===== src/rtl/cobsdec_pkg.sv =====
// Shared types and functions for the COBS frame decoder with CRC-16 check.
// Holds the status codes, register indexes and the CRC-16-CCITT byte update.
// No dependencies.
package cobsdec_pkg;

  typedef enum logic [2:0] {
    ST_CONSUMED   = 3'd0,
    ST_READY      = 3'd1,
    ST_CRC_ERR    = 3'd2,
    ST_DECODE_ERR = 3'd3,
    ST_OVERFLOW   = 3'd4
  } status_t;

  typedef enum logic {
    OP_FEED = 1'b0,
    OP_READ = 1'b1
  } op_t;

  localparam logic [7:0] CFG_MAX_LENGTH = 8'd0;
  localparam logic [7:0] CFG_CRC_INIT   = 8'd1;

  localparam logic [15:0] CRC_POLY = 16'h1021;

  // One byte of CRC-16-CCITT, MSB first, no reflection.
  function automatic logic [15:0] crc16_byte(input logic [15:0] crc_in, input logic [7:0] b);
    logic [15:0] c;
    c = crc_in ^ {b, 8'h00};
    for (int k = 0; k < 8; k++) begin
      if (c[15]) begin
        c = {c[14:0], 1'b0} ^ CRC_POLY;
      end else begin
        c = {c[14:0], 1'b0};
      end
    end
    return c;
  endfunction

endpackage


===== src/rtl/cobsdec_ram.sv =====
// Generic simple dual-port RAM: one write port and one read port with registered read data.
// Used for the decoded packet store. No dependencies.
module cobsdec_ram #(
  parameter int WIDTH = 8,
  parameter int DEPTH = 256
) (
  input  logic                     clk,
  input  logic                     we,
  input  logic [$clog2(DEPTH)-1:0] waddr,
  input  logic [WIDTH-1:0]         wdata,
  input  logic                     re,
  input  logic [$clog2(DEPTH)-1:0] raddr,
  output logic [WIDTH-1:0]         rdata
);

  logic [WIDTH-1:0] mem [DEPTH];

  always_ff @(posedge clk) begin
    if (we) begin
      mem[waddr] <= wdata;
    end
    if (re) begin
      rdata <= mem[raddr];
    end
  end

endmodule


===== src/rtl/cobs_frame_decoder_crc16_top.sv =====
// Top level of the COBS frame decoder with running CRC-16-CCITT check.
// Depends on cobsdec_pkg and cobsdec_ram.
//
// The slave stream carries requests: tuser selects feeding one encoded byte or
// reading one decoded byte. Every request yields exactly one result on the
// master stream, with the status code in tuser and the data byte and packet
// length in tdata. Encoded bytes are decoded into a packet store; a zero byte
// ends the frame and checks the CRC over all but the last two stored bytes
// against those two bytes, big-endian. Reads return a stored byte of the last
// finished frame together with its length.
// The configuration channel writes max_length (index 0) and crc_init
// (index 1) and is always ready; the user must write it only while the block
// is idle, which the block itself does not enforce. An accepted request passes
// the input register, then the decode step and the store access into the result
// register, whose read data comes from the registered RAM port.
// Throughput is one request per cycle. When the receiver stalls, the result
// holds, one more request may wait in the input register, and then tready
// drops. Reset clears the decoder state and loads the register defaults.
module cobs_frame_decoder_crc16_top
  import cobsdec_pkg::*;
#(
  parameter int STORE_DEPTH = 256
) (
  input  logic        clk,
  input  logic        rst,
  input  logic        s_axis_tvalid,
  output logic        s_axis_tready,
  input  logic [15:0] s_axis_tdata,   // data_byte [7:0], read_index [15:8]
  input  logic        s_axis_tuser,   // op [0]
  output logic        m_axis_tvalid,
  input  logic        m_axis_tready,
  output logic [23:0] m_axis_tdata,   // data_out [7:0], packet_length [16:8], zero [23:17]
  output logic [2:0]  m_axis_tuser,   // status [2:0]
  input  logic        cfg_valid,
  output logic        cfg_ready,
  input  logic [7:0]  cfg_index,
  input  logic [15:0] cfg_data
);

  localparam int AW = $clog2(STORE_DEPTH);

  logic [8:0]  max_length;
  logic [15:0] crc_init;

  logic        s1_valid;
  logic        s1_op;
  logic [7:0]  s1_byte;
  logic [7:0]  s1_idx;
  logic        s1_adv;

  logic        m_valid;
  status_t     m_status;
  logic [8:0]  m_len;
  logic        m_hit;
  logic [7:0]  ram_q;

  logic [8:0]  write_count;
  logic [7:0]  block_remaining;
  logic        in_block;
  logic        code_is_full;
  logic        zero_pending;
  logic        frame_done;
  logic [15:0] crc_running;
  logic [7:0]  hold0;
  logic [7:0]  hold1;

  logic [8:0]  write_count_next;
  logic [7:0]  block_remaining_next;
  logic        in_block_next;
  logic        code_is_full_next;
  logic        zero_pending_next;
  logic        frame_done_next;
  logic [15:0] crc_running_next;
  logic [7:0]  hold0_next;
  logic [7:0]  hold1_next;
  status_t     status_next;
  logic [8:0]  len_next;
  logic        hit_next;
  logic        store_we;
  logic [7:0]  store_wdata;
  logic [8:0]  limit;
  logic [31:0] waddr_ext;
  logic [31:0] raddr_ext;

  assign cfg_ready     = 1'b1;
  assign s1_adv        = s1_valid && (!m_valid || m_axis_tready);
  assign s_axis_tready = !s1_valid || s1_adv;
  assign m_axis_tvalid = m_valid;
  assign m_axis_tuser  = m_status;
  assign m_axis_tdata  = {7'd0, m_len, (m_hit ? ram_q : 8'd0)};

  assign limit = (32'(max_length) > STORE_DEPTH) ? 9'(STORE_DEPTH) : max_length;

  always_ff @(posedge clk) begin
    if (rst) begin
      max_length <= 9'd256;
      crc_init   <= 16'hFFFF;
    end else if (cfg_valid && cfg_ready) begin
      case (cfg_index)
        CFG_MAX_LENGTH: max_length <= cfg_data[8:0];
        CFG_CRC_INIT:   crc_init   <= cfg_data;
        default: ;
      endcase
    end
  end

  always_ff @(posedge clk) begin
    if (rst) begin
      s1_valid <= 1'b0;
    end else if (s_axis_tready) begin
      s1_valid <= s_axis_tvalid;
    end
  end

  always_ff @(posedge clk) begin
    if (s_axis_tready && s_axis_tvalid) begin
      s1_op   <= s_axis_tuser;
      s1_byte <= s_axis_tdata[7:0];
      s1_idx  <= s_axis_tdata[15:8];
    end
  end

  always_comb begin
    logic [8:0]  wc;
    logic [7:0]  brem;
    logic        inb;
    logic        full;
    logic        zp;
    logic [15:0] crc;
    logic [7:0]  h0;
    logic [7:0]  h1;
    logic        store_req;
    logic        take;

    wc   = write_count;
    brem = block_remaining;
    inb  = in_block;
    full = code_is_full;
    zp   = zero_pending;
    crc  = crc_running;
    h0   = hold0;
    h1   = hold1;
    store_we    = 1'b0;
    store_wdata = zero_pending ? 8'd0 : s1_byte;
    status_next = ST_CONSUMED;
    hit_next    = 1'b0;
    take        = 1'b0;
    store_req   = 1'b0;
    frame_done_next = frame_done;

    if (s1_op == OP_READ) begin
      hit_next = frame_done && ({1'b0, s1_idx} < write_count);
      len_next = frame_done ? write_count : 9'd0;
    end else begin
      if (frame_done) begin
        wc   = 9'd0;
        brem = 8'd0;
        inb  = 1'b0;
        full = 1'b0;
        zp   = 1'b0;
        crc  = crc_init;
        h0   = 8'd0;
        h1   = 8'd0;
        frame_done_next = 1'b0;
      end
      store_wdata = zp ? 8'd0 : s1_byte;
      if (s1_byte == 8'd0) begin
        if (inb) begin
          status_next = ST_DECODE_ERR;
        end else if (wc < 9'd2 || {h0, h1} != crc) begin
          status_next = ST_CRC_ERR;
        end else begin
          wc = wc - 9'd2;
          status_next = ST_READY;
        end
      end else begin
        store_req = zp || inb;
        take      = !inb || zp;
        if (store_req && wc >= limit) begin
          status_next = ST_OVERFLOW;
          take = 1'b0;
        end else if (store_req) begin
          store_we = 1'b1;
          if (wc >= 9'd2) begin
            crc = crc16_byte(crc, h0);
          end
          h0 = h1;
          h1 = store_wdata;
          wc = wc + 9'd1;
          if (zp) begin
            zp = 1'b0;
          end else begin
            if (brem != 8'd0) begin
              brem = brem - 8'd1;
            end
            if (brem == 8'd0) begin
              inb = 1'b0;
              if (!full) begin
                zp = 1'b1;
              end
            end
          end
        end
        if (take) begin
          if (s1_byte == 8'd1) begin
            inb  = 1'b0;
            zp   = 1'b1;
            brem = 8'd0;
            full = 1'b0;
          end else begin
            inb  = 1'b1;
            brem = s1_byte - 8'd1;
            full = (s1_byte == 8'hFF);
          end
        end
      end
      if (status_next != ST_CONSUMED) begin
        frame_done_next = 1'b1;
      end
      len_next = frame_done_next ? wc : 9'd0;
    end

    write_count_next     = wc;
    block_remaining_next = brem;
    in_block_next        = inb;
    code_is_full_next    = full;
    zero_pending_next    = zp;
    crc_running_next     = crc;
    hold0_next           = h0;
    hold1_next           = h1;
  end

  always_ff @(posedge clk) begin
    if (rst) begin
      write_count     <= 9'd0;
      block_remaining <= 8'd0;
      in_block        <= 1'b0;
      code_is_full    <= 1'b0;
      zero_pending    <= 1'b0;
      frame_done      <= 1'b0;
      crc_running     <= 16'hFFFF;
      hold0           <= 8'd0;
      hold1           <= 8'd0;
    end else if (s1_adv && s1_op == OP_FEED) begin
      write_count     <= write_count_next;
      block_remaining <= block_remaining_next;
      in_block        <= in_block_next;
      code_is_full    <= code_is_full_next;
      zero_pending    <= zero_pending_next;
      frame_done      <= frame_done_next;
      crc_running     <= crc_running_next;
      hold0           <= hold0_next;
      hold1           <= hold1_next;
    end
  end

  always_ff @(posedge clk) begin
    if (rst) begin
      m_valid <= 1'b0;
    end else if (s1_adv) begin
      m_valid <= 1'b1;
    end else if (m_axis_tready) begin
      m_valid <= 1'b0;
    end
  end

  always_ff @(posedge clk) begin
    if (s1_adv) begin
      m_status <= status_next;
      m_len    <= len_next;
      m_hit    <= hit_next;
    end
  end

  // Feeds write at the position before the decode step; reads use the index.
  assign waddr_ext = 32'(frame_done ? 9'd0 : write_count);
  assign raddr_ext = 32'(s1_idx);

  cobsdec_ram #(
    .WIDTH(8),
    .DEPTH(STORE_DEPTH)
  ) u_store (
    .clk  (clk),
    .we   (s1_adv && s1_op == OP_FEED && store_we),
    .waddr(waddr_ext[AW-1:0]),
    .wdata(store_wdata),
    .re   (s1_adv && s1_op == OP_READ),
    .raddr(raddr_ext[AW-1:0]),
    .rdata(ram_q)
  );

  a_no_overrun: assert property (@(posedge clk) disable iff (rst)
    (m_valid && !m_axis_tready) |=> (m_valid && $stable(m_status) && $stable(m_len)))
    else $error("result register overwritten while stalled");

  a_frame_end: assert property (@(posedge clk) disable iff (rst)
    (s1_adv && s1_op == OP_FEED && status_next != ST_CONSUMED) |=> frame_done)
    else $error("frame not closed after a terminating status");

  a_count_bound: assert property (@(posedge clk) disable iff (rst)
    (32'(write_count) <= STORE_DEPTH))
    else $error("write count beyond store depth");

  a_ready_len: assert property (@(posedge clk) disable iff (rst)
    (s1_adv && s1_op == OP_FEED && status_next == ST_READY)
      |=> (write_count == $past(write_count) - 9'd2))
    else $error("packet ready without stripping the check bytes");

endmodule


===== config.mk =====
export PLATFORM = sky130hd
export DESIGN_NAME = cobs_frame_decoder_crc16_top
export DESIGN_NICKNAME = d
export VERILOG_FILES = /design/src/rtl/cobsdec_pkg.sv /design/src/rtl/cobsdec_ram.sv /design/src/rtl/cobs_frame_decoder_crc16_top.sv
export SDC_FILE = /design/constraint.sdc
export NUM_CORES = 2
export LEC_CHECK = 0
export ABC_AREA = 1
export ABC_CLOCK_PERIOD_IN_PS = 16300
export BUFFER_PORTS_ARGS = -buffer_cell sky130_fd_sc_hd__clkbuf_2
export CAP_MARGIN = 20
export CORE_MARGIN = 2
export CORE_UTILIZATION = 45
export DETAILED_ROUTE_END_ITERATION = 8
export PLACE_DENSITY = 0.68
export SLEW_MARGIN = 0
export SYNTH_ARGS = -nofsm -noshare
export SYNTH_HDL_FRONTEND = slang
export SYNTH_SLANG_ARGS = --single-unit

===== constraint.sdc =====
create_clock -name clk -period 16.3 [get_ports clk]
set_input_delay 0 -clock clk [delete_from_list [all_inputs] [get_ports clk]]
set_output_delay 0 -clock clk [all_outputs]
set_load 0.01 [all_outputs]

Yosys cells after proc, flatten, opt, wreduce, memory -nomap -nowiden
Memories as Yosys holds them, arrays and structs flattened. A register that Yosys moved wholly into a read port is not among the register bits.
Cells that the tools add are included.

word-level totals
  input bits = 46
  memory bits (writable) = 2,048
  output and inout port bits = 30
  bits in registers = 110
  logic and storage cells = 198
  memories = 1

memory list
  name         depth  bits a word  rd ports  clocked after memory_dff  wr ports  line               source
  u_store.mem  256    8            1         1                         1         cobsdec_ram.sv:16  logic [WIDTH-1:0] mem [DEPTH];

cells by class
  order comparisons = 5
  muxes and demuxes = 131
  equality and inequality tests = 4
  bitwise gates (word level) = 10
  $add $sub $neg = 4
  reductions and logical operators = 24

operators by type and width
  kind                                                                number
  two-way mux 16 bit                                                  41
  two-way mux 8 bit                                                   29
  two-way mux 13 bit                                                  8
  two-way mux 9 bit                                                   11
  two-way mux 1 bit                                                   37
  zero test 8 bit                                                     3
  inverter 3 bit                                                      8
  equality test 8 x 1 -> 1 bit (second input constant)                2
  != test 16 bit                                                      1
  subtractor 8 x 1 -> 8 bit (second input constant)                   2
  bitwise XOR 16 bit                                                  1
  adder 9 x 1 -> 9 bit (second input constant)                        1
  greater-or-equal comparator 9 x 2 -> 1 bit (second input constant)  1
  greater-or-equal comparator 9 bit                                   1
  greater-than comparator 9 bit (second input constant)               1
  less-than comparator 8 x 9 -> 1 bit                                 1
  less-than comparator 9 x 2 -> 1 bit (second input constant)         1
  two-way mux 3 bit                                                   3
  subtractor 9 x 2 -> 9 bit (second input constant)                   1
  equality test 8 bit (second input constant)                         1
  nonzero test 8 bit                                                  1
  logical AND 1 bit                                                   7
  AND reduction 2 bit                                                 3
  logical OR 1 bit                                                    5
  other kinds (5)                                                     8

Depth between registers and ports, before layout
  depth in word-level cells = 58
  gate-level depth with buffers = 19
  gate-level depth less buffers = 19

Hierarchy
From an unflattened synthesis, not the netlist that was laid out.

unflattened totals
  cells, all modules = 8,111
  area, all modules = 90,739.5 um^2

modules (own cells, without submodules)
  module                        times used  cells an instance  sequential area each (um^2)  area each (um^2)
  cobsdec_ram                   1           7,003              61,739.2                     83,476.3
  cobs_frame_decoder_crc16_top  1           1,108              2,502.4                      7,263.2

Worst setup path before layout
Ideal clock, no wire load.

  kind = flip-flop to flip-flop
  start = reg frame_done
  end = mem u_store.mem[0][0] (data pin)
  clock period less this slack = 8.162 ns
  data required time = 14.907 ns
  slack = 8.138 ns
  cell stages (with the launch flop) = 5
  buffers on the path = 2
  data arrival time = 6.769 ns
  setup time = 1.393 ns
  cells stage by stage = dfxtp_1 -> buf_4 -> buf_2 -> a21oi_1 -> nor2_1

on the way
  word-level cells in the longest chain between the ends = 4

ends and longest elaborated chain
  what                    line                                 source
  from (decl)             cobs_frame_decoder_crc16_top.sv:62   logic frame_done;
  from (signal assigned)  cobs_frame_decoder_crc16_top.sv:250  frame_done <= frame_done_next;
  two-way mux 1 bit       cobs_frame_decoder_crc16_top.sv:155  if (frame_done) begin
  two-way mux 1 bit       cobs_frame_decoder_crc16_top.sv:151  if (s1_op == OP_READ) begin
  two-way mux 8 bit       cobs_frame_decoder_crc16_top.sv:166  store_wdata = zp ? 8'd0 : s1_byte;
  two-way mux 8 bit       cobs_frame_decoder_crc16_top.sv:151
  via store_wdata[0]      cobs_frame_decoder_crc16_top.sv:80   logic [7:0] store_wdata;
  to (decl)               cobsdec_ram.sv:16

The timed path passes the listed nets, and every way through them passes these cells. The select of a mux whose other input is x is not followed.

Final worst setup path
  start = reg frame_done
  end = mem u_store.mem[138][0] (enable)

on the way
  word-level cells in the longest chain between the ends = 10
  elaborated cells on any way between the ends = 17
  those cells by class = order compare (1); mux (13); reduce/logical (3)

ends and longest elaborated chain
  what                                                                          line                                                                      source
  two-way mux 9 bit / two-way mux 1 bit (equally long branches)                 cobs_frame_decoder_crc16_top.sv:155
  two-way mux 9 bit / two-way mux 1 bit (equally long branches)                 cobs_frame_decoder_crc16_top.sv:151
  greater-or-equal comparator 9 bit / logical OR 1 bit (equally long branches)  cobs_frame_decoder_crc16_top.sv:179, cobs_frame_decoder_crc16_top.sv:177
  logical AND 1 bit / two-way mux 1 bit (equally long branches)                 cobs_frame_decoder_crc16_top.sv:179, cobs_frame_decoder_crc16_top.sv:182
  two-way mux 1 bit                                                             cobs_frame_decoder_crc16_top.sv:179                                       if (store_req && wc >= limit) begin
  two-way mux 1 bit                                                             cobs_frame_decoder_crc16_top.sv:167                                       if (s1_byte == 8'd0) begin
  two-way mux 1 bit                                                             cobs_frame_decoder_crc16_top.sv:151
  logical AND 1 bit                                                             cobs_frame_decoder_crc16_top.sv:284                                       .we (s1_adv && s1_op == OP_FEED && store_we),
  two-way mux 1 bit                                                             cobsdec_ram.sv:19                                                         if (we) begin
  two-way mux 1 bit (implied by the code)                                       cobsdec_ram.sv:20                                                         mem[waddr] <= wdata;

Parallel ways exist; a longest one is shown, timed or not. The select of a mux whose other input is x is not followed.

==> run metrics <==
run status complete, no violations; Int Pwr 0.00925 W; starting density of the core 0.453; cts bufs inserted roughly 210; Core Region between 150000 and 200000 µm²; CTS tree yes; final hold viol count 0; synth cell count leaders edfxtp_1 (2086), nor2_1 (1330), o21ai_0 (1056), nand2_1 (902), nand3_1 (619); Port Buffers 67; min Tclk post-route 6.30 ns; clk sink count 2166; R2R cell count 12; VDD IR-drop max approximately 0.13 mV; gr usage total 0.248; register bit total from synthesis 2166; io pins 76; Final Max Slew Viols 0; crit path from frame_done$_SDFFE_PP0P_; mux cell area share after synthesis 0; clk root buf clkbuf_16; WL final 253000 µm; Post-synth EDFFs ~2100; Arr. time, crit path around 6.8 ns; DR DRC count 0; Worst Hold Class input port to register; DIE AREA roughly 200000 µm²; Net Sw Frac 0.232; adder and majority cell fraction of the synthesized area 0.00382; top-count cell post-synth edfxtp_1; P_sw 0.00279 W; Worst Skew roughly 0.039 ns; Worst-Skew Late Latency ~0.9 ns; post-synth top area share 0.708; first-pass GRT wire length roughly 370000 µm; initial antenna violation count 6; Setup crit end u_store.mem[138][0]$_DFFE_PP_; Synth Area in Simple Gates 0.133; Reg-to-Reg Start frame_done$_SDFFE_PP0P_; Layout area overhead 12.0%; Clock power frac 0.418; Mapped Avg Cell Area 11.8 µm²; RSZ-0062 raised after global routing no; Crit Reg-Reg Endpoint u_store.mem[138][0]$_DFFE_PP_; largest family of logic cells by synthesized area simple AND/OR/NAND/NOR gates; Routed Antenna Nets 0; drt wl/cell ~25 µm; YS warnings 0; register area share after synthesis 0.726; die height around 450 µm; DR vias/cell about 6.0; Max transition margin 0.131; Clock transition at path regs roughly 0.07 ns; Gates resized, CTS repair 0; GPL Wtd Cong slightly above 0.9; minimum hold slack ~0.056 ns; Synth Area in XOR/XNOR 0.00257; crit share post-route 0.386; maxcap violations 0; fin util 0.507; synthesized cell area 88500 µm²; initial DRC count 9446; area leader, netlist edfxtp_1; Crit Path Max Fanout 24; htree depth 4; routed via count between 60000 and 70000; # setup viols final 0; synth top area cells edfxtp_1 (71%), o21ai_0 (6.0%), nor2_1 (5.6%); layout cells sized above 1 0.0696; Pwr per Cell Area ~120 nW/µm²; top_reg_cell synth edfxtp_1; chip width around 450 µm; pin count of the biggest net entering global routing 256; Setup crit end kind register; R2R Setup Slk about 10 ns; Seq pwr share 0.512; setup TNS 0 ns; Synth Area in Compound Gates 0.104; asr flop ratio synth 0; crit start category register; post-DP HPWL about 140000 µm; First-pass DRT Iterations 8; Slew @ Worst Pin 1.30 ns; Req. time, crit path 16.79 ns; Max Fclk 159 MHz; # rows 162; CTS Buffer Depth 3; gr ovfl total 0; Nets 7486; P_leak 32.7 nW; critical path class register to register; vias in the first global route 59100; post-synth cell types between 40 and 50; HP Start cfg_data[2]; logic gate share of total power 0.071; Syn Inst Count 7471
-- layout by cell type, fill, tap and decap left out, types with 39 or more instances in the layout --
| cell | count |
|---|---|
| o22ai_1 | 497 |
| nand3_1 | 619 |
| inv_1 | 124 |
| buf_4 | 76 |
| edfxtp_1 | 2086 |
| clkbuf_16 | 211 |
| clkbuf_2 | 67 |
| o21ai_0 | 1056 |
| dlygate4sd3_1 | 95 |
| nor2_1 | 1319 |
| clkinv_1 | 42 |
| dfxtp_1 | 80 |
| a21oi_1 | 79 |
| clkinv_2 | 39 |
| nand2_1 | 890 |
-- kinds of logic (layout without fill, tap and decap cells) --
logic type | Yosys count | count (layout)
flip-flops | 2166 | 2166
adder cells (fa/ha/maj) | 27 | 27
buffers and inverters | 668 | 780
XOR/XNOR | 26 | 26
AND/OR/NAND/NOR | 2896 | 2896
other | 2 | 13
AO/OA/AOI/OAI | 1686 | 1686
-- power by group through the flow --
stage | combinational, W | clock [W] | sequential, W
2_1_floorplan | 0.000493 | 0 | 0.00631
3_3_place_gp | 0.000809 | 0 | 0.00628
3_5_place_dp | 0.000815 | 0 | 0.00628
4_1_cts | 0.000833 | 0.00507 | 0.00616
5_1_grt | 0.000911 | 0.00528 | 0.00616
6_report | 0.000849 | 0.00503 | 0.00616
-- area by class of cell --
class                      count  area [µm²]
fill                       16500       96100
antenna                        5        12.5
clock inverter               143        1710
clock buffer                 244        5420
multi-input combinational   4643       21700
sequential                  2166       64200
inverter                     137         548
timing repair buffer         256        2170
tap                         2624        3280
-- flip-flops by register name, indices dropped and copies added (netlist names) --
register and count:
block_remaining 8, code_is_full 1, crc_init 16, crc_running 16, frame_done 1, hold0 8
hold1 8, in_block 1, m_axis_tuser 3, m_axis_tvalid 1, m_hit 1, m_len 9
max_length 9, s1_byte 8, s1_idx 8, s1_op 1, s1_valid 1, u_store.mem 2048
u_store.rdata 8, write_count 9, zero_pending 1
-- worst max-delay path, cell delays in order (launching register included) --
cell	delay, ns
dfxtp_1	0.90
inv_2	0.23
nand2_1	0.24
inv_1	0.13
ha_1	0.31
a21o_1	0.19
a21oi_2	0.17
nand4_2	0.22
nor2_4	0.60
nand2_1	0.46
clkinv_1	0.59
nand3_1	0.95
nor2_1	0.90
-- what timing repair did --
| action | in CTS | in global routing |
|---|---|---|
| endpoints found under the setup margin | 0 | 0 |
| buffers inserted | 0 | 0 |
| hold buffers | 95 | 0 |
| endpoints found under the hold margin | 83 | 0 |
-- per-layer routing --
layer	vias to the layer above	track usage	wire length, µm
li1	27000	-	-
met1	29900	0.337	98600
met2	3837	0.392	117000
met3	574	0.0469	26500
met4	2	0.106	10700
met5	-	0	11
-- through the flow --
step | area (µm²) | cells | power, W | setup WS (ns)
floorplan | 88500 | 7477 | 0.00680 | 8.14
global placement | 90900 | 9722 | 0.00709 | 10.26
detailed placement | 90900 | 9729 | 0.00709 | 10.17
CTS | 99000 | 10200 | 0.0121 | 10.18
global route | 99000 | 10200 | 0.0123 | 9.73
finish | 99100 | 10200 | 0.0120 | 10.00
-- worst min-delay path by stage --
| stage | slack, ns | endpoint | cells after the start |
|---|---|---|---|
| global route | 0.11 | max_length[2]$_SDFFE_PP0P_ | 4 |
| floorplan | 0.1 | s1_byte[0]$_DFFE_PP_ | 0 |
| detailed placement | 0.18 | s1_idx[1]$_DFFE_PP_ | 1 |
| CTS | 0.02 | max_length[2]$_SDFFE_PP0P_ | 4 |
| finish | 0.06 | max_length[2]$_SDFFE_PP0P_ | 4 |
| global placement | 0.18 | s1_idx[1]$_DFFE_PP_ | 1 |
Note: power is estimated with default switching activity, not from simulation.
